===== config.mk =====
export PLATFORM = sky130hd
export DESIGN_NAME = tilt_to_pointer_motion_core
export DESIGN_NICKNAME = d
export VERILOG_FILES = /design/src/rtl/tpm_pkg.sv /design/src/rtl/tpm_axis.sv /design/src/rtl/tilt_to_pointer_motion_core.sv
export SDC_FILE = /design/constraint.sdc
export NUM_CORES = 1
export LEC_CHECK = 0
export BUFFER_PORTS_ARGS = -buffer_cell sky130_fd_sc_hd__buf_2
export CAP_MARGIN = 20
export CORE_UTILIZATION = 50
export DETAILED_ROUTE_END_ITERATION = 16
export PLACE_DENSITY = 0.68
export SLEW_MARGIN = 20
export SYNTH_ARGS = -nofsm -noshare
export SYNTH_HDL_FRONTEND = slang
export SYNTH_SLANG_ARGS = --single-unit
export TNS_END_PERCENT = 1

===== constraint.sdc =====
create_clock -name clk -period 9.9 [get_ports clk]
set_input_delay 0.495 -clock clk [delete_from_list [all_inputs] [get_ports clk]]
set_output_delay 0.495 -clock clk [all_outputs]
set_load 0.03 [all_outputs]

===== src/rtl/tpm_pkg.sv =====
// tilt-to-pointer motion package: zone codes, configuration register map,
// register reset values and the configuration struct
// no dependencies
`default_nettype none

package tpm_pkg;

    // default widths of the sample and timestamp fields
    localparam int SAMPLE_BITS_DEF = 16;
    localparam int TIME_BITS_DEF   = 32;

    // fixed field widths
    localparam int THRESH_BITS    = 15;
    localparam int SPEED_BITS     = 5;
    localparam int AGE_BITS       = 16;
    localparam int MOVE_BITS      = 8;
    localparam int CFG_INDEX_BITS = 3;
    localparam int CFG_DATA_BITS  = 16;

    // register map
    localparam logic [CFG_INDEX_BITS-1:0] REG_DEAD_ZONE        = 3'd0;
    localparam logic [CFG_INDEX_BITS-1:0] REG_SLIGHT_THRESHOLD = 3'd1;
    localparam logic [CFG_INDEX_BITS-1:0] REG_STRONG_THRESHOLD = 3'd2;
    localparam logic [CFG_INDEX_BITS-1:0] REG_SLIGHT_SPEED     = 3'd3;
    localparam logic [CFG_INDEX_BITS-1:0] REG_STRONG_SPEED     = 3'd4;
    localparam logic [CFG_INDEX_BITS-1:0] REG_DOUBLE_AFTER_MS  = 3'd5;
    localparam logic [CFG_INDEX_BITS-1:0] REG_TRIPLE_AFTER_MS  = 3'd6;

    // register reset values
    localparam logic [THRESH_BITS-1:0] DEAD_ZONE_RST        = 15'd1000;
    localparam logic [THRESH_BITS-1:0] SLIGHT_THRESHOLD_RST = 15'd3000;
    localparam logic [THRESH_BITS-1:0] STRONG_THRESHOLD_RST = 15'd8000;
    localparam logic [SPEED_BITS-1:0]  SLIGHT_SPEED_RST     = 5'd2;
    localparam logic [SPEED_BITS-1:0]  STRONG_SPEED_RST     = 5'd5;
    localparam logic [AGE_BITS-1:0]    DOUBLE_AFTER_MS_RST  = 16'd10;
    localparam logic [AGE_BITS-1:0]    TRIPLE_AFTER_MS_RST  = 16'd50;

    typedef enum logic [2:0] {
        ZONE_NEUTRAL    = 3'd0,
        ZONE_SLIGHT_NEG = 3'd1,
        ZONE_STRONG_NEG = 3'd2,
        ZONE_SLIGHT_POS = 3'd3,
        ZONE_STRONG_POS = 3'd4
    } zone_t;

    typedef struct packed {
        logic [THRESH_BITS-1:0] dead_zone;
        logic [THRESH_BITS-1:0] slight_threshold;
        logic [THRESH_BITS-1:0] strong_threshold;
        logic [SPEED_BITS-1:0]  slight_speed;
        logic [SPEED_BITS-1:0]  strong_speed;
        logic [AGE_BITS-1:0]    double_after_ms;
        logic [AGE_BITS-1:0]    triple_after_ms;
    } cfg_t;

    localparam cfg_t CFG_RST = '{
        dead_zone:        DEAD_ZONE_RST,
        slight_threshold: SLIGHT_THRESHOLD_RST,
        strong_threshold: STRONG_THRESHOLD_RST,
        slight_speed:     SLIGHT_SPEED_RST,
        strong_speed:     STRONG_SPEED_RST,
        double_after_ms:  DOUBLE_AFTER_MS_RST,
        triple_after_ms:  TRIPLE_AFTER_MS_RST
    };

endpackage

`default_nettype wire


===== src/rtl/tpm_axis.sv =====
// one axis of the tilt-to-pointer motion block: zone sort, zone age tracking
// and step computation; holds the axis zone and its start time
// depends on tpm_pkg
`default_nettype none

module tpm_axis #(
    parameter int SAMPLE_BITS = tpm_pkg::SAMPLE_BITS_DEF,
    parameter int TIME_BITS   = tpm_pkg::TIME_BITS_DEF
) (
    input  wire logic                              clk,
    input  wire logic                              rst_n,
    input  wire logic                              step,
    input  wire logic signed [SAMPLE_BITS-1:0]     sample,
    input  wire logic        [TIME_BITS-1:0]       now,
    input  wire tpm_pkg::cfg_t                     cfg,
    output logic signed      [tpm_pkg::MOVE_BITS-1:0] move
);

    import tpm_pkg::*;

    localparam int CMP_BITS  = (SAMPLE_BITS > THRESH_BITS) ? SAMPLE_BITS : THRESH_BITS;
    localparam int PROD_BITS = SPEED_BITS + 2;

    zone_t                  zone_reg;
    zone_t                  zone_new;
    logic [TIME_BITS-1:0]   since_reg;
    logic [TIME_BITS-1:0]   age;
    logic [SAMPLE_BITS-1:0] mag;
    logic [CMP_BITS-1:0]    mag_ext;
    logic                   neg;
    logic                   changed;
    logic [1:0]             factor;
    logic [SPEED_BITS-1:0]  speed;
    logic [PROD_BITS-1:0]   total;

    // magnitude: the most negative sample maps to 2^(SAMPLE_BITS-1) unsigned
    always_comb
    begin
        neg     = sample[SAMPLE_BITS-1];
        mag     = neg ? SAMPLE_BITS'(~$unsigned(sample) + 1'b1) : $unsigned(sample);
        mag_ext = CMP_BITS'(mag);
    end

    // dead zone test first, then strong, then slight; below the dead zone is neutral
    always_comb
    begin
        priority if (mag_ext < CMP_BITS'(cfg.dead_zone))
            zone_new = ZONE_NEUTRAL;
        else if (mag_ext > CMP_BITS'(cfg.strong_threshold))
            zone_new = neg ? ZONE_STRONG_NEG : ZONE_STRONG_POS;
        else if (mag_ext > CMP_BITS'(cfg.slight_threshold))
            zone_new = neg ? ZONE_SLIGHT_NEG : ZONE_SLIGHT_POS;
        else
            zone_new = ZONE_NEUTRAL;
    end

    always_comb
    begin
        changed = (zone_new != zone_reg);
        // a fresh zone starts now, so its age is zero
        age     = changed ? '0 : TIME_BITS'(now - since_reg);

        priority if (age >= TIME_BITS'(cfg.triple_after_ms))
            factor = 2'd3;
        else if (age >= TIME_BITS'(cfg.double_after_ms))
            factor = 2'd2;
        else
            factor = 2'd1;

        speed = (zone_new == ZONE_SLIGHT_NEG || zone_new == ZONE_SLIGHT_POS)
                ? cfg.slight_speed : cfg.strong_speed;
        total = PROD_BITS'(factor) * PROD_BITS'(speed);

        unique case (zone_new)
            ZONE_SLIGHT_POS,
            ZONE_STRONG_POS: move = MOVE_BITS'(0) - MOVE_BITS'(total);
            ZONE_SLIGHT_NEG,
            ZONE_STRONG_NEG: move = MOVE_BITS'(total);
            default:         move = '0;
        endcase
    end

    always_ff @(posedge clk or negedge rst_n)
    begin
        if (!rst_n)
        begin
            zone_reg  <= ZONE_NEUTRAL;
            since_reg <= '0;
        end
        else if (step && changed)
        begin
            zone_reg  <= zone_new;
            since_reg <= now;
        end
    end

endmodule

`default_nettype wire


===== src/rtl/tilt_to_pointer_motion_core.sv =====
// Tilt-to-pointer motion core. Each transfer on the input channel carries an X and a
// Y accelerometer sample and a millisecond timestamp; each gives exactly one result
// transfer with a signed X and Y pointer step. Per axis the magnitude is sorted into
// neutral, slight or strong tilt, the zone's age sets a factor of 1, 2 or 3 on the
// configured speed, and positive tilt gives a negative step. The core takes one item
// per clock while in_stall is low: an input register feeds a single pass of compare
// and small-multiply logic into the result register, and a result is taken from
// there when the output is not stalled.
// A held result only stalls the input once the input register is also full.
// Configuration writes are always ready and must be made only while no item is in
// flight.
// depends on tpm_pkg and tpm_axis
`default_nettype none

module tilt_to_pointer_motion_core #(
    parameter int SAMPLE_BITS = tpm_pkg::SAMPLE_BITS_DEF,
    parameter int TIME_BITS   = tpm_pkg::TIME_BITS_DEF
) (
    input  wire logic                                  clk,
    input  wire logic                                  rst_n,
    // input channel
    input  wire logic                                  in_valid,
    output logic                                       in_stall,
    input  wire logic signed [SAMPLE_BITS-1:0]         accel_x,
    input  wire logic signed [SAMPLE_BITS-1:0]         accel_y,
    input  wire logic        [TIME_BITS-1:0]           now_ms,
    // result channel
    output logic                                       out_valid,
    input  wire logic                                  out_stall,
    output logic signed      [tpm_pkg::MOVE_BITS-1:0]  move_x,
    output logic signed      [tpm_pkg::MOVE_BITS-1:0]  move_y,
    // configuration write channel
    input  wire logic                                  cfg_valid,
    output logic                                       cfg_ready,
    input  wire logic [tpm_pkg::CFG_INDEX_BITS-1:0]    cfg_index,
    input  wire logic [tpm_pkg::CFG_DATA_BITS-1:0]     cfg_data
);

    import tpm_pkg::*;

    cfg_t                          cfg_reg;
    cfg_t                          cfg_next;

    logic                          s1_valid_reg;
    logic                          s1_valid_next;
    logic signed [SAMPLE_BITS-1:0] accel_x_reg;
    logic signed [SAMPLE_BITS-1:0] accel_y_reg;
    logic        [TIME_BITS-1:0]   now_reg;

    logic                          out_valid_reg;
    logic                          out_valid_next;
    logic signed [MOVE_BITS-1:0]   move_x_reg;
    logic signed [MOVE_BITS-1:0]   move_y_reg;
    logic signed [MOVE_BITS-1:0]   move_x_calc;
    logic signed [MOVE_BITS-1:0]   move_y_calc;

    logic                          advance;
    logic                          s1_step;
    logic                          in_xfer;

    // configuration registers
    assign cfg_ready = 1'b1;

    always_comb
    begin
        cfg_next = cfg_reg;
        if (cfg_valid)
        begin
            unique case (cfg_index)
                REG_DEAD_ZONE:        cfg_next.dead_zone        = cfg_data[THRESH_BITS-1:0];
                REG_SLIGHT_THRESHOLD: cfg_next.slight_threshold = cfg_data[THRESH_BITS-1:0];
                REG_STRONG_THRESHOLD: cfg_next.strong_threshold = cfg_data[THRESH_BITS-1:0];
                REG_SLIGHT_SPEED:     cfg_next.slight_speed     = cfg_data[SPEED_BITS-1:0];
                REG_STRONG_SPEED:     cfg_next.strong_speed     = cfg_data[SPEED_BITS-1:0];
                REG_DOUBLE_AFTER_MS:  cfg_next.double_after_ms  = cfg_data[AGE_BITS-1:0];
                REG_TRIPLE_AFTER_MS:  cfg_next.triple_after_ms  = cfg_data[AGE_BITS-1:0];
                default:              cfg_next = cfg_reg;
            endcase
        end
    end

    always_ff @(posedge clk or negedge rst_n)
    begin
        if (!rst_n)
            cfg_reg <= CFG_RST;
        else
            cfg_reg <= cfg_next;
    end

    // flow control: the result register moves when empty or being taken
    always_comb
    begin
        advance        = !out_valid_reg || !out_stall;
        s1_step        = s1_valid_reg && advance;
        in_stall       = s1_valid_reg && !advance;
        in_xfer        = in_valid && !in_stall;
        s1_valid_next  = in_xfer ? 1'b1 : (s1_step ? 1'b0 : s1_valid_reg);
        out_valid_next = advance ? s1_valid_reg : out_valid_reg;
    end

    always_ff @(posedge clk or negedge rst_n)
    begin
        if (!rst_n)
        begin
            s1_valid_reg  <= 1'b0;
            out_valid_reg <= 1'b0;
        end
        else
        begin
            s1_valid_reg  <= s1_valid_next;
            out_valid_reg <= out_valid_next;
        end
    end

    always_ff @(posedge clk)
    begin
        if (in_xfer)
        begin
            accel_x_reg <= accel_x;
            accel_y_reg <= accel_y;
            now_reg     <= now_ms;
        end
        if (s1_step)
        begin
            move_x_reg <= move_x_calc;
            move_y_reg <= move_y_calc;
        end
    end

    tpm_axis #(
        .SAMPLE_BITS (SAMPLE_BITS),
        .TIME_BITS   (TIME_BITS)
    ) u_axis_x (
        .clk    (clk),
        .rst_n  (rst_n),
        .step   (s1_step),
        .sample (accel_x_reg),
        .now    (now_reg),
        .cfg    (cfg_reg),
        .move   (move_x_calc)
    );

    tpm_axis #(
        .SAMPLE_BITS (SAMPLE_BITS),
        .TIME_BITS   (TIME_BITS)
    ) u_axis_y (
        .clk    (clk),
        .rst_n  (rst_n),
        .step   (s1_step),
        .sample (accel_y_reg),
        .now    (now_reg),
        .cfg    (cfg_reg),
        .move   (move_y_calc)
    );

    assign out_valid = out_valid_reg;
    assign move_x    = move_x_reg;
    assign move_y    = move_y_reg;

endmodule

`default_nettype wire


=== After elaboration in Yosys (flattened, before gate mapping) ===
Cells that the tools add are included.

* Register bits: 239
* Latch bits: 0
* RAM bits: 0
* Memory bits (read-only): 0
* Input port bits: 88
* Word-level logic and storage cells: 103
* Memories kept: 0

* Add/subtract/negate cells: 6
* Multipliers: 2
* Divide/modulo/power cells: 0
* $lt $le $gt $ge: 10
* Equality and inequality tests: 16
* Shift-type cells: 0
* Mux-type cells: 24
* Bitwise gates (word level): 2
* Reductions and logical operators: 25

{| class="wikitable"
|+ Operators with widths
! operator !! count
|-
| >= comparator 32 x 16 -> 1 bit || 4
|-
| greater-than comparator 16 x 15 -> 1 bit || 4
|-
| two-way mux 32 bit || 2
|-
| subtractor 32 bit || 2
|-
| adder 16 x 1 -> 16 bit (second input constant) || 2
|-
| less-than comparator 16 x 15 -> 1 bit || 2
|-
| two-way mux 16 bit || 2
|-
| inverter 16 bit || 2
|-
| case mux 8 bit (2 select lines) || 2
|-
| two-way mux 3 bit || 8
|-
| equality test 3 x 2 -> 1 bit (second input constant) || 6
|-
| subtractor 1 x 7 -> 8 bit (first input constant) || 2
|-
| equality test 3 bit (second input constant) || 5
|-
| multiplier 2 x 5 -> 7 bit || 2
|-
| AND reduction 2 bit || 7
|-
| two-way mux 2 bit || 6
|-
| two-way mux 5 bit || 2
|-
| equality test 3 x 1 -> 1 bit (second input constant) || 3
|-
| OR reduction 2 bit || 4
|-
| inequality test 3 bit || 2
|-
| logical AND 1 bit || 5
|-
| zero test 1 bit || 4
|-
| zero test 3 bit || 1
|-
| logical OR 1 bit || 3
|-
| 2 further kinds || 3
|}

=== Logic depth before layout (Yosys ltp) ===
Gate-level depths: netlist of the first run.

* Depth in word-level cells: 15
* Depth in mapped cells: 38
* Mapped depth without buffers: 37

=== Cells and area by module ===
Synthesis of the first run repeated with hierarchy kept, for this count alone.

* Cell total of the unflattened synthesis: 1880
* Area, all modules: 18391.4 sq um

{| class="wikitable"
|+ By module, submodules not included
! module !! instances !! cells an instance !! area each (sq um) !! sequential area each (sq um)
|-
| tpm_axis at u_axis_x || 1 || 817 || 6288.5 || 875.8
|-
| tpm_axis at u_axis_y || 1 || 783 || 6130.9 || 875.8
|-
| tilt_to_pointer_motion_core || 1 || 280 || 5972.0 || 4663.2
|}

=== Worst setup path before layout of the first run ===
OpenSTA, ideal clock, no wires.

* Kind: flip-flop to flip-flop
* From: register accel_y_reg[4]
* To: register move_y_reg[6] (netlist: move_y[6]) (data pin)
* Data arrival time: 7.990 ns
* Data required time: 9.632 ns
* Path slack: 1.642 ns
* Stages on the path, launching flop included: 36
* Buffers on the path: 1
* Clock period less this slack: 8.258 ns
* Cells stage by stage: edfxtp_1 -> or3_1 -> nor3_1 -> nand2b_1 -> o41ai_1 -> xnor2_1 -> ha_1 -> and3_1 -> or3b_1 -> or2_1 -> o311a_1 -> a211o_1 -> nor3_4 -> xnor2_1 -> o21ai_2 -> clkbuf_1 -> nor2_1 -> ha_1 -> and3_1 -> nand4_1 -> nor2_1 -> a221o_1 -> nor3_1 -> nand4_1 -> or4_1 -> nor4_1 -> a31o_2 -> and2_1 -> nor2_1 -> ha_1 -> fa_1 -> xnor2_1 -> and3b_1 -> nand3_1 -> a21oi_1 -> nor3_1

* Word-level cells in the longest chain between the ends: 15
* Elaborated cells between the ends (all ways): 26

{| class="wikitable"
|+ RTL lines
! item !! RTL line !! text
|-
| start: declaration || tilt_to_pointer_motion_core.sv:47 || <nowiki>logic signed [SAMPLE_BITS-1:0] accel_y_reg;</nowiki>
|-
| start signal: assignment || tilt_to_pointer_motion_core.sv:120 || <nowiki>accel_y_reg <= accel_y;</nowiki>
|-
| inverter 16 bit || tpm_axis.sv:40 || <nowiki>mag = neg ? SAMPLE_BITS'(~$unsigned(sample) + 1'b1) : $unsigned(sample);</nowiki>
|-
| adder 16 x 1 -> 16 bit || tpm_axis.sv:40 ||
|-
| two-way mux 16 bit (*) || tpm_axis.sv:40 ||
|-
| greater-than comparator 16 x 15 -> 1 bit || tpm_axis.sv:51 || <nowiki>else if (mag_ext > CMP_BITS'(cfg.slight_threshold))</nowiki>
|-
| two-way mux 3 bit || tpm_axis.sv:51 ||
|-
| two-way mux 3 bit || tpm_axis.sv:49 || <nowiki>else if (mag_ext > CMP_BITS'(cfg.strong_threshold))</nowiki>
|-
| two-way mux 3 bit (*) || tpm_axis.sv:47 || <nowiki>priority if (mag_ext < CMP_BITS'(cfg.dead_zone))</nowiki>
|-
| inequality test 3 bit || tpm_axis.sv:59 || <nowiki>changed = (zone_new != zone_reg);</nowiki>
|-
| two-way mux 32 bit || tpm_axis.sv:61 || <nowiki>age = changed ? '0 : TIME_BITS'(now - since_reg);</nowiki>
|-
| >= comparator 32 x 16 -> 1 bit || tpm_axis.sv:65 || <nowiki>else if (age >= TIME_BITS'(cfg.double_after_ms))</nowiki>
|-
| two-way mux 2 bit || tpm_axis.sv:65 ||
|-
| two-way mux 2 bit || tpm_axis.sv:63 || <nowiki>priority if (age >= TIME_BITS'(cfg.triple_after_ms))</nowiki>
|-
| multiplier 2 x 5 -> 7 bit || tpm_axis.sv:72 || <nowiki>total = PROD_BITS'(factor) * PROD_BITS'(speed);</nowiki>
|-
| subtractor 1 x 7 -> 8 bit || tpm_axis.sv:76 || <nowiki>ZONE_STRONG_POS: move = MOVE_BITS'(0) - MOVE_BITS'(total);</nowiki>
|-
| case mux 8 bit (2 select lines) (*) || tpm_axis.sv:74 || <nowiki>unique case (zone_new)</nowiki>
|-
| via move_y_calc[6] || tilt_to_pointer_motion_core.sv:55 || <nowiki>logic signed [MOVE_BITS-1:0] move_y_calc;</nowiki>
|-
| end signal: assignment || tilt_to_pointer_motion_core.sv:126 || <nowiki>move_y_reg <= move_y_calc;</nowiki>
|-
| end: declaration || tilt_to_pointer_motion_core.sv:53 || <nowiki>logic signed [MOVE_BITS-1:0] move_y_reg;</nowiki>
|}

The timed path passes the listed nets; every way through them passes the cells marked *.
A chain may end at the register's enable or synchronous reset.

=== Worst setup path after layout of the first run ===
* From: register accel_x_reg[9]
* To: register move_x_reg[6] (netlist: move_x[6]) (data pin)

* Word-level cells in the longest chain between the ends: 15
* Elaborated cells between the ends (all ways): 26

{| class="wikitable"
|+ RTL lines
! item !! RTL line !! text
|-
| start: declaration || tilt_to_pointer_motion_core.sv:46 || <nowiki>logic signed [SAMPLE_BITS-1:0] accel_x_reg;</nowiki>
|-
| start signal: assignment || tilt_to_pointer_motion_core.sv:119 || <nowiki>accel_x_reg <= accel_x;</nowiki>
|-
| inverter 16 bit || tpm_axis.sv:40 ||
|-
| adder 16 x 1 -> 16 bit || tpm_axis.sv:40 ||
|-
| two-way mux 16 bit (*) || tpm_axis.sv:40 ||
|-
| greater-than comparator 16 x 15 -> 1 bit || tpm_axis.sv:51 ||
|-
| two-way mux 3 bit || tpm_axis.sv:51 ||
|-
| two-way mux 3 bit || tpm_axis.sv:49 ||
|-
| two-way mux 3 bit (*) || tpm_axis.sv:47 ||
|-
| inequality test 3 bit || tpm_axis.sv:59 ||
|-
| two-way mux 32 bit || tpm_axis.sv:61 ||
|-
| >= comparator 32 x 16 -> 1 bit || tpm_axis.sv:65 ||
|-
| two-way mux 2 bit || tpm_axis.sv:65 ||
|-
| two-way mux 2 bit || tpm_axis.sv:63 ||
|-
| multiplier 2 x 5 -> 7 bit || tpm_axis.sv:72 ||
|-
| subtractor 1 x 7 -> 8 bit || tpm_axis.sv:76 ||
|-
| case mux 8 bit (2 select lines) (*) || tpm_axis.sv:74 ||
|-
| via move_x_calc[6] || tilt_to_pointer_motion_core.sv:54 || <nowiki>logic signed [MOVE_BITS-1:0] move_x_calc;</nowiki>
|-
| end signal: assignment || tilt_to_pointer_motion_core.sv:125 || <nowiki>move_x_reg <= move_x_calc;</nowiki>
|-
| end: declaration || tilt_to_pointer_motion_core.sv:52 || <nowiki>logic signed [MOVE_BITS-1:0] move_x_reg;</nowiki>
|}

Marked as above.

==> results of run 1 <==
-- kinds of logic after synthesis --
kind of cell,Yosys count,synth area share (%)
compound gates,486,17.6
xor+xnor,84,4.21
fa+ha+maj,226,16.4
buf+inv,206,4.51
flops,239,36.7
mux,96,6.11
other cells,1,0.0215
simple gates,504,14.5
-- critical path: cells and delay by family (launching register included) --
family | cells | cell delay [ns]
adder cells (fa/ha/maj) | 4 | 1.25
multiplexers | 1 | 0.15
XOR/XNOR | 2 | 0.39
AND/OR/NAND/NOR | 14 | 3.93
buffers and inverters | 1 | 0.28
AO/OA/AOI/OAI | 11 | 2.44
flip-flops | 1 | 0.43
-- worst max-delay path by stage --
stage	cells past startpoint	startpoint	end
floorplan	35	accel_y_reg[4]	move_y[6]
global placement	35	accel_y_reg[4]	move_y[5]
detailed placement	34	accel_y_reg[4]	move_y[6]
CTS	34	accel_y_reg[4]	move_y[6]
global route	33	accel_x_reg[9]	move_x[6]
finish	33	accel_x_reg[9]	move_x[6]
-- cells in the final DEF, fill, tap and decap left out, drive strengths merged, types with 10 or more instances in the layout --
| cell type | count |
|---|---|
| clkbuf | 33 |
| clkinv | 15 |
| o31ai | 13 |
| nand3 | 17 |
| edfxtp | 80 |
| nand2b | 31 |
| buf | 118 |
| nor2 | 111 |
| a21oi | 109 |
| a31oi | 17 |
| a21o | 58 |
| nand4 | 41 |
| a211oi | 11 |
| dfrtp | 132 |
| nor2b | 21 |
| o21a | 13 |
| or3 | 13 |
| inv | 163 |
| mux2i | 14 |
| and3 | 10 |
| o21ai | 167 |
| o21bai | 12 |
| nand2 | 161 |
| nor4 | 10 |
| dfstp | 27 |
| and2 | 19 |
| xnor2 | 64 |
| o211ai | 10 |
| nor3 | 30 |
| mux2 | 82 |
| ha | 222 |
| xor2 | 20 |
-- synthesized netlist by cell type, types with 12 or more instances --
| cell | count |
|---|---|
| ha_1 | 222 |
| inv_1 | 162 |
| nand2_1 | 161 |
| o21ai_0 | 159 |
| dfrtp_1 | 132 |
| nor2_1 | 110 |
| a21oi_1 | 105 |
| mux2_2 | 81 |
| edfxtp_1 | 80 |
| xnor2_1 | 64 |
| a21o_1 | 58 |
| nand4_1 | 41 |
| clkbuf_1 | 34 |
| nand2b_1 | 31 |
| nor3_1 | 29 |
| dfstp_2 | 27 |
| nor2b_1 | 20 |
| xor2_1 | 20 |
| and2_1 | 19 |
| a31oi_1 | 17 |
| nand3_1 | 17 |
| mux2i_1 | 14 |
| o21a_1 | 13 |
| o31ai_1 | 13 |
| or3_1 | 13 |
| o21bai_1 | 12 |
-- timing repair --
action                                  in CTS  in global routing
setup buffers                                0                  0
resized for setup                            0                  8
endpoints found under the setup margin       0                  8
-- report_power, final --
group / leakage (nW) / internal [mW] / switching, mW / total, mW
logic: 5.69 / 1.67 / 2.43 / 4.10
registers: 2.65 / 1.32 / 0.125 / 1.45
clock network: 0.438 / 0.573 / 0.425 / 0.998
total: 8.78 / 3.57 / 2.98 / 6.55
-- final cells by class --
type | count | area (µm²)
clock inverter | 19 | 129
inverter | 162 | 608
tap | 455 | 569
fill | 3085 | 15000
timing repair buffer | 118 | 629
multi-input combinational | 1397 | 10300
sequential | 239 | 6410
clock buffer | 33 | 761
-- metrics by stage --
stage               area [µm²]  setup slack [ns]  instances  hold slack, ns
floorplan                17500              1.64       1842           0.199
global placement         18500             0.668       2371           0.473
detailed placement       18500             0.463       2371           0.493
CTS                      19400             0.434       2423          0.0785
global route             19400            0.0383       2423          0.0866
finish                   19400             0.720       2423          0.0587
-- layer usage --
layer / up-vias / share of wire, % / global-route usage, %
met5: - / 0 / 0
met4: 0 / 2.9 / 7.48
met3: 79 / 5.0 / 3.35
met2: 387 / 46 / 44.5
met1: 6807 / 46 / 37.4
li1: 6881 / - / -
==> summary.txt, run 1 <==
Critical path
  – Critical path arrival: 9.45 ns
  – CP max stage delay: 0.62 ns
  – RR Startpoint: accel_x_reg[9]
  – Worst R2R End: move_x[6]
  – Critical path class: register to register
  – CP Capture Type: register
  – R2R depth: 33
  – Maximum fanout along the worst path: 21
  – Crit path max-delay cell type: or4_1
  – WP data required: 10.17 ns
  – Most common cell on crit path: ha_1
  – CP Launch Type: register
  – Reg2Reg Setup Slack: 0.72 ns

Cells and area
  – Layout Area Growth over Synthesis: 11.3%
  – Largest register FFs: 87
  – Ant. Diodes: 0
  – Layout cells sized above 1: 15.5%
  – Final core utilization: 56.4%
  – Number of nets in the layout: 2260

Clock network
  – CTS Root Cell: clkbuf_16
  – Clock transition at path regs: 0.06 ns
  – Clk sinks: 239
  – CTS tree: built
  – Hold buffers post-CTS: 0
  – Max H-tree Level: 1
  – Clock buffer depth: 3
  – Skew-Pair Late Insertion Delay: 0.57 ns
  – CTS Buf Count: 28

Timing
  – Setup_tns: 0 ns
  – Worst-margin pin slew: 1.07 ns
  – Worst Clk Skew: 0.0180 ns
  – RSZ-0062 raised after global routing: false
  – Minimum clock period: 9.18 ns
  – Tcrit/Tclk final: 92.7%
  – Fin. max-slew vios: 0
  – Final Hold Violating Endpoints: 0
  – Rel. slew slack: 28.0%
  – Setup violators final: 0
  – F_max: 0.109 GHz

Synthesis
  – EDFF count, synth: 80
  – Post-synth net total: 2156
  – Cell variety after synth: 87
  – Share of the synthesized area in the top cell type: 18.9%
  – Post-synthesis sequential area ratio: 36.7%
  – Asr flop ratio synth: 66.5%
  – Leading register cell type out of synthesis: dfrtp_1
  – Synthesized area: 17500 µm²
  – Synth Area per Inst: 9.48 µm²
  – Dominant cell type by area after synthesis: dfrtp_1
  – Synth area leaders: dfrtp_1 (19%), ha_1 (16%), edfxtp_1 (14%), mux2_2 (5.2%), o21ai_0 (4.6%)
  – Flops & latches, synth: 239
  – Synth Warn #: 0
  – Cells after Synth: 1842

Routing
  – Post-route DRC: 0
  – Post-route ant nets: 0
  – Vias per inst: 5.84
  – Initial DRC count: 1052
  – Pre-antenna DRT Iters: 5
  – Routed vias: 14200
  – WL final: 47600 µm
  – Per-cell routed wire length: 19.7 µm

Placement
  – HPWL Detailed: 37700 µm
  – I/O Buffers: 105
  – Gpl congestion: 0.949

Die
  – Die Y: 189 µm
  – Die area: 35700 µm²
  – Core area: 34500 µm²
  – Die Span X: 189 µm
  – I/O pin count: 107
  – Initial core utilization: 50.7%
  – Rows: 68

Global routing
  – GRT Residual Overflow: 0
  – First-pass GRT wire length: 75900 µm
  – Initial antenna violation count: 0
  – Number of global-route vias before repair: 14000
  – All-layer global routing usage: 27.0%
  – Largest net degree at the start of global routing: 103

Flow run
  – Max-Cap Viols: 0

Power
  – PD cells: 337 nW/µm²
  – Max VDD drop: 0.200 mV
  – Final Power: 6.55 mW
  – LEAKAGE: 8.78 nW

Status
  – Status: finished clean

Min path
  – Worst Hold Class: input port to async pin
No activity file was read; power rests on OpenSTA's default activity.
==> run 2, diff against run 1 <==
- CORE_UTILIZATION: 50 -> 60
- PLACE_DENSITY: 0.68 -> 0.79
- SYNTH_HIERARCHICAL: default -> 1
==> run 2 against run 1 <==
Compared with the run above: worst hold slack worse by 0.048 ns; via count up 4.0%; combinational power up 4%; setup slack worse by 0.17 ns; total power up 4.4%; highest routed layer unchanged.
==> summary.txt, run 2 <==
Cells and area
  – Commonest cells after routing, fill and taps aside: inv_1 (242), ha_1 (222), dfrtp_1 (132), a21oi_1 (115), nor2_1 (114)
  – Cell area after layout: 20200 µm²
  – Largest register FFs: 87
  – Ant. Diodes: 0
  – Number of nets in the layout: 2292
  – Layout Area Growth over Synthesis: 9.74%
  – Final core utilization: 67.6%
  – Layout fillers: 2397
  – Commonest non-fill, non-tap cell in the layout: inv_1
  – Layout cells sized above 1: 18.2%

Timing
  – Worst Clk Skew: 0.0152 ns
  – Tcrit/Tclk final: 94.4%
  – RSZ-0062 raised after global routing: false
  – Minimum clock period: 9.35 ns
  – Worst-margin pin slew: 0.972 ns
  – Setup violators final: 0
  – F_max: 0.107 GHz
  – Setup_tns: 0 ns
  – Fin. max-slew vios: 0
  – Setup WS post-layout: 0.554 ns
  – Rel. slew slack: 35.2%
  – Final Hold Violating Endpoints: 0

Routing
  – WL final: 49800 µm
  – Metal3 WL: 3260 µm
  – Initial DRC count: 1264
  – Post-route DRC: 0
  – Per-cell routed wire length: 20.9 µm
  – M1 wire length: 22400 µm
  – Routed vias: 14700
  – Routed wl met2: 22900 µm
  – Top Layer Used: met4
  – Pre-antenna DRT Iters: 5
  – Post-route ant nets: 0
  – Vias per inst: 6.16

Global routing
  – Largest net degree at the start of global routing: 88
  – Initial antenna violation count: 0
  – First-pass GRT wire length: 77700 µm
  – Number of global-route vias before repair: 14500
  – GRT Residual Overflow: 0
  – All-layer global routing usage: 32.0%

Die
  – Die Y: 177 µm
  – Initial core utilization: 61.6%
  – Core area: 29900 µm²
  – Rows: 63
  – Die area: 31400 µm²
  – Die Span X: 177 µm
  – I/O pin count: 107

Synthesis
  – Synth Area per Inst: 9.78 µm²
  – Share of the synthesized area in the top cell type: 18.0%
  – Synthesized area: 18400 µm²
  – Asr flop ratio synth: 66.5%
  – Synth Warn #: 6
  – Post-synthesis sequential area ratio: 34.9%
  – Most frequent cell after synthesis: inv_1
  – Synth area leaders: dfrtp_1 (18%), ha_1 (15%), edfxtp_1 (13%), mux2_2 (6.4%), inv_1 (4.9%)
  – Leading register cell type out of synthesis: dfrtp_1
  – Cell variety after synth: 102
  – Post-synth net total: 2194
  – EDFF count, synth: 80
  – Flops & latches, synth: 239
  – Synth top cells by count: inv_1 (242), ha_1 (222), dfrtp_1 (132)
  – Dominant cell type by area after synthesis: dfrtp_1
  – Cells after Synth: 1880

Power
  – LEAKAGE: 9.49 nW
  – Max VDD drop: 0.222 mV
  – Final Power: 6.84 mW
  – PD cells: 339 nW/µm²

Critical path
  – R2R depth: 37
  – RR Startpoint: accel_x_reg[0]
  – CP Capture Type: register
  – Critical Path Source: accel_x_reg[0]
  – Critical path arrival: 9.65 ns
  – Critical path class: register to register
  – Maximum fanout along the worst path: 10
  – CP max stage delay: 0.47 ns
  – Most common cell on crit path: a21o_1
  – WP data required: 10.21 ns
  – CP Launch Type: register
  – Crit path max-delay cell type: or4_1

Placement
  – Area post-placement: 19200 µm²
  – HPWL Detailed: 38800 µm
  – Setup WS pre-CTS: 0.396 ns
  – I/O Buffers: 105
  – Gpl congestion: 0.952

Min path
  – Worst Hold Class: input port to async pin

Clock network
  – Clk sinks: 239
  – Postcts setup bufs: 0
  – CTS Root Cell: clkbuf_16
  – Clock transition at path regs: 0.06 ns
  – Hold buffers post-CTS: 0
  – Max H-tree Level: 1
  – CTS Buf Count: 28
  – Skew-Pair Late Insertion Delay: 0.57 ns
  – Clock buffer depth: 3
  – CTS tree: built

Flow run
  – Max-Cap Viols: 0

Status
  – Status: finished clean
run 2: changes by cell type after synthesis, sizes merged, moves of 10 or more:
cell	before	now
o211ai	10	23
nor3	30	15
mux2	82	157
nand2	161	100
mux2i	14	24
inv	162	243
or2	7	18
nand3	17	34
o21ai	167	87
xnor2	64	53
run 2: logic make-up after synthesis:
logic type	synth area share (%)
adder cells (fa/ha/maj)	15.5
AND/OR/NAND/NOR	12.9
XOR/XNOR	3.85
other	0.0204
flip-flops	34.9
buffers and inverters	6.44
multiplexers	11.3
AO/OA/AOI/OAI	15.0
run 2: stage by stage:
stage / hold slack, ns / instances
after floorplan: 0.199 / 1880
after global placement: 0.449 / 2338
after detailed placement: 0.462 / 2338
after CTS: 0.0371 / 2390
after global routing: 0.0723 / 2390
final: 0.0107 / 2390
run 2: layout make-up:
class	instances	area (µm²)	area share [%]
clock buffers	41	843	4.18
clock inverters	11	88.8	0.440
inverters	243	912	4.52
multi-input cells	1350	10800	53.6
flip-flops and latches	239	6410	31.8
well taps	390	488	2.42
repair buffers	116	614	3.04
run 2: per-layer routing:
| layer | GRT usage, % | vias up |
|---|---|---|
| met1 | 44.2 | 7183 |
| met4 | 9.48 | 0 |
| li1 | - | 6909 |
| met3 | 4.64 | 82 |
| met2 | 51.9 | 548 |
| met5 | 0 | - |
run 2: worst paths after layout:
path | to | slack [ns]
setup / recovery | move_x[7] | 0.55
hold / removal | u_axis_x/since_reg[6] | 0.01
setup reg to reg | move_x[7] | 0.55
hold reg to reg | out_valid | 0.47
max in group asynchronous | u_axis_y/since_reg[2] | 8.37
min in group clk | accel_x_reg[6] | 0.10
run 2: critical path, delay by kind of cell, from the launching register on:
kind            cells  cell delay (ns)
compound gates     16             3.81
xor+xnor            1             0.12
fa+ha+maj           4             0.98
buf+inv             4             0.50
flops               1             0.40
mux                 1             0.36
simple gates       11             2.91
run 2: what timing repair did:
item / 4_1_cts / 5_1_grt
hold endpoints to repair: 0 / 0
setup endpoints to repair: 0 / 2
resized for setup: 0 / 5
run 2: power by group:
part	switching, mW	total (mW)	internal (mW)	leakage (nW)
registers	0.192	1.53	1.34	2.63
logic	2.54	4.27	1.73	6.41
clock network	0.427	1.04	0.615	0.449
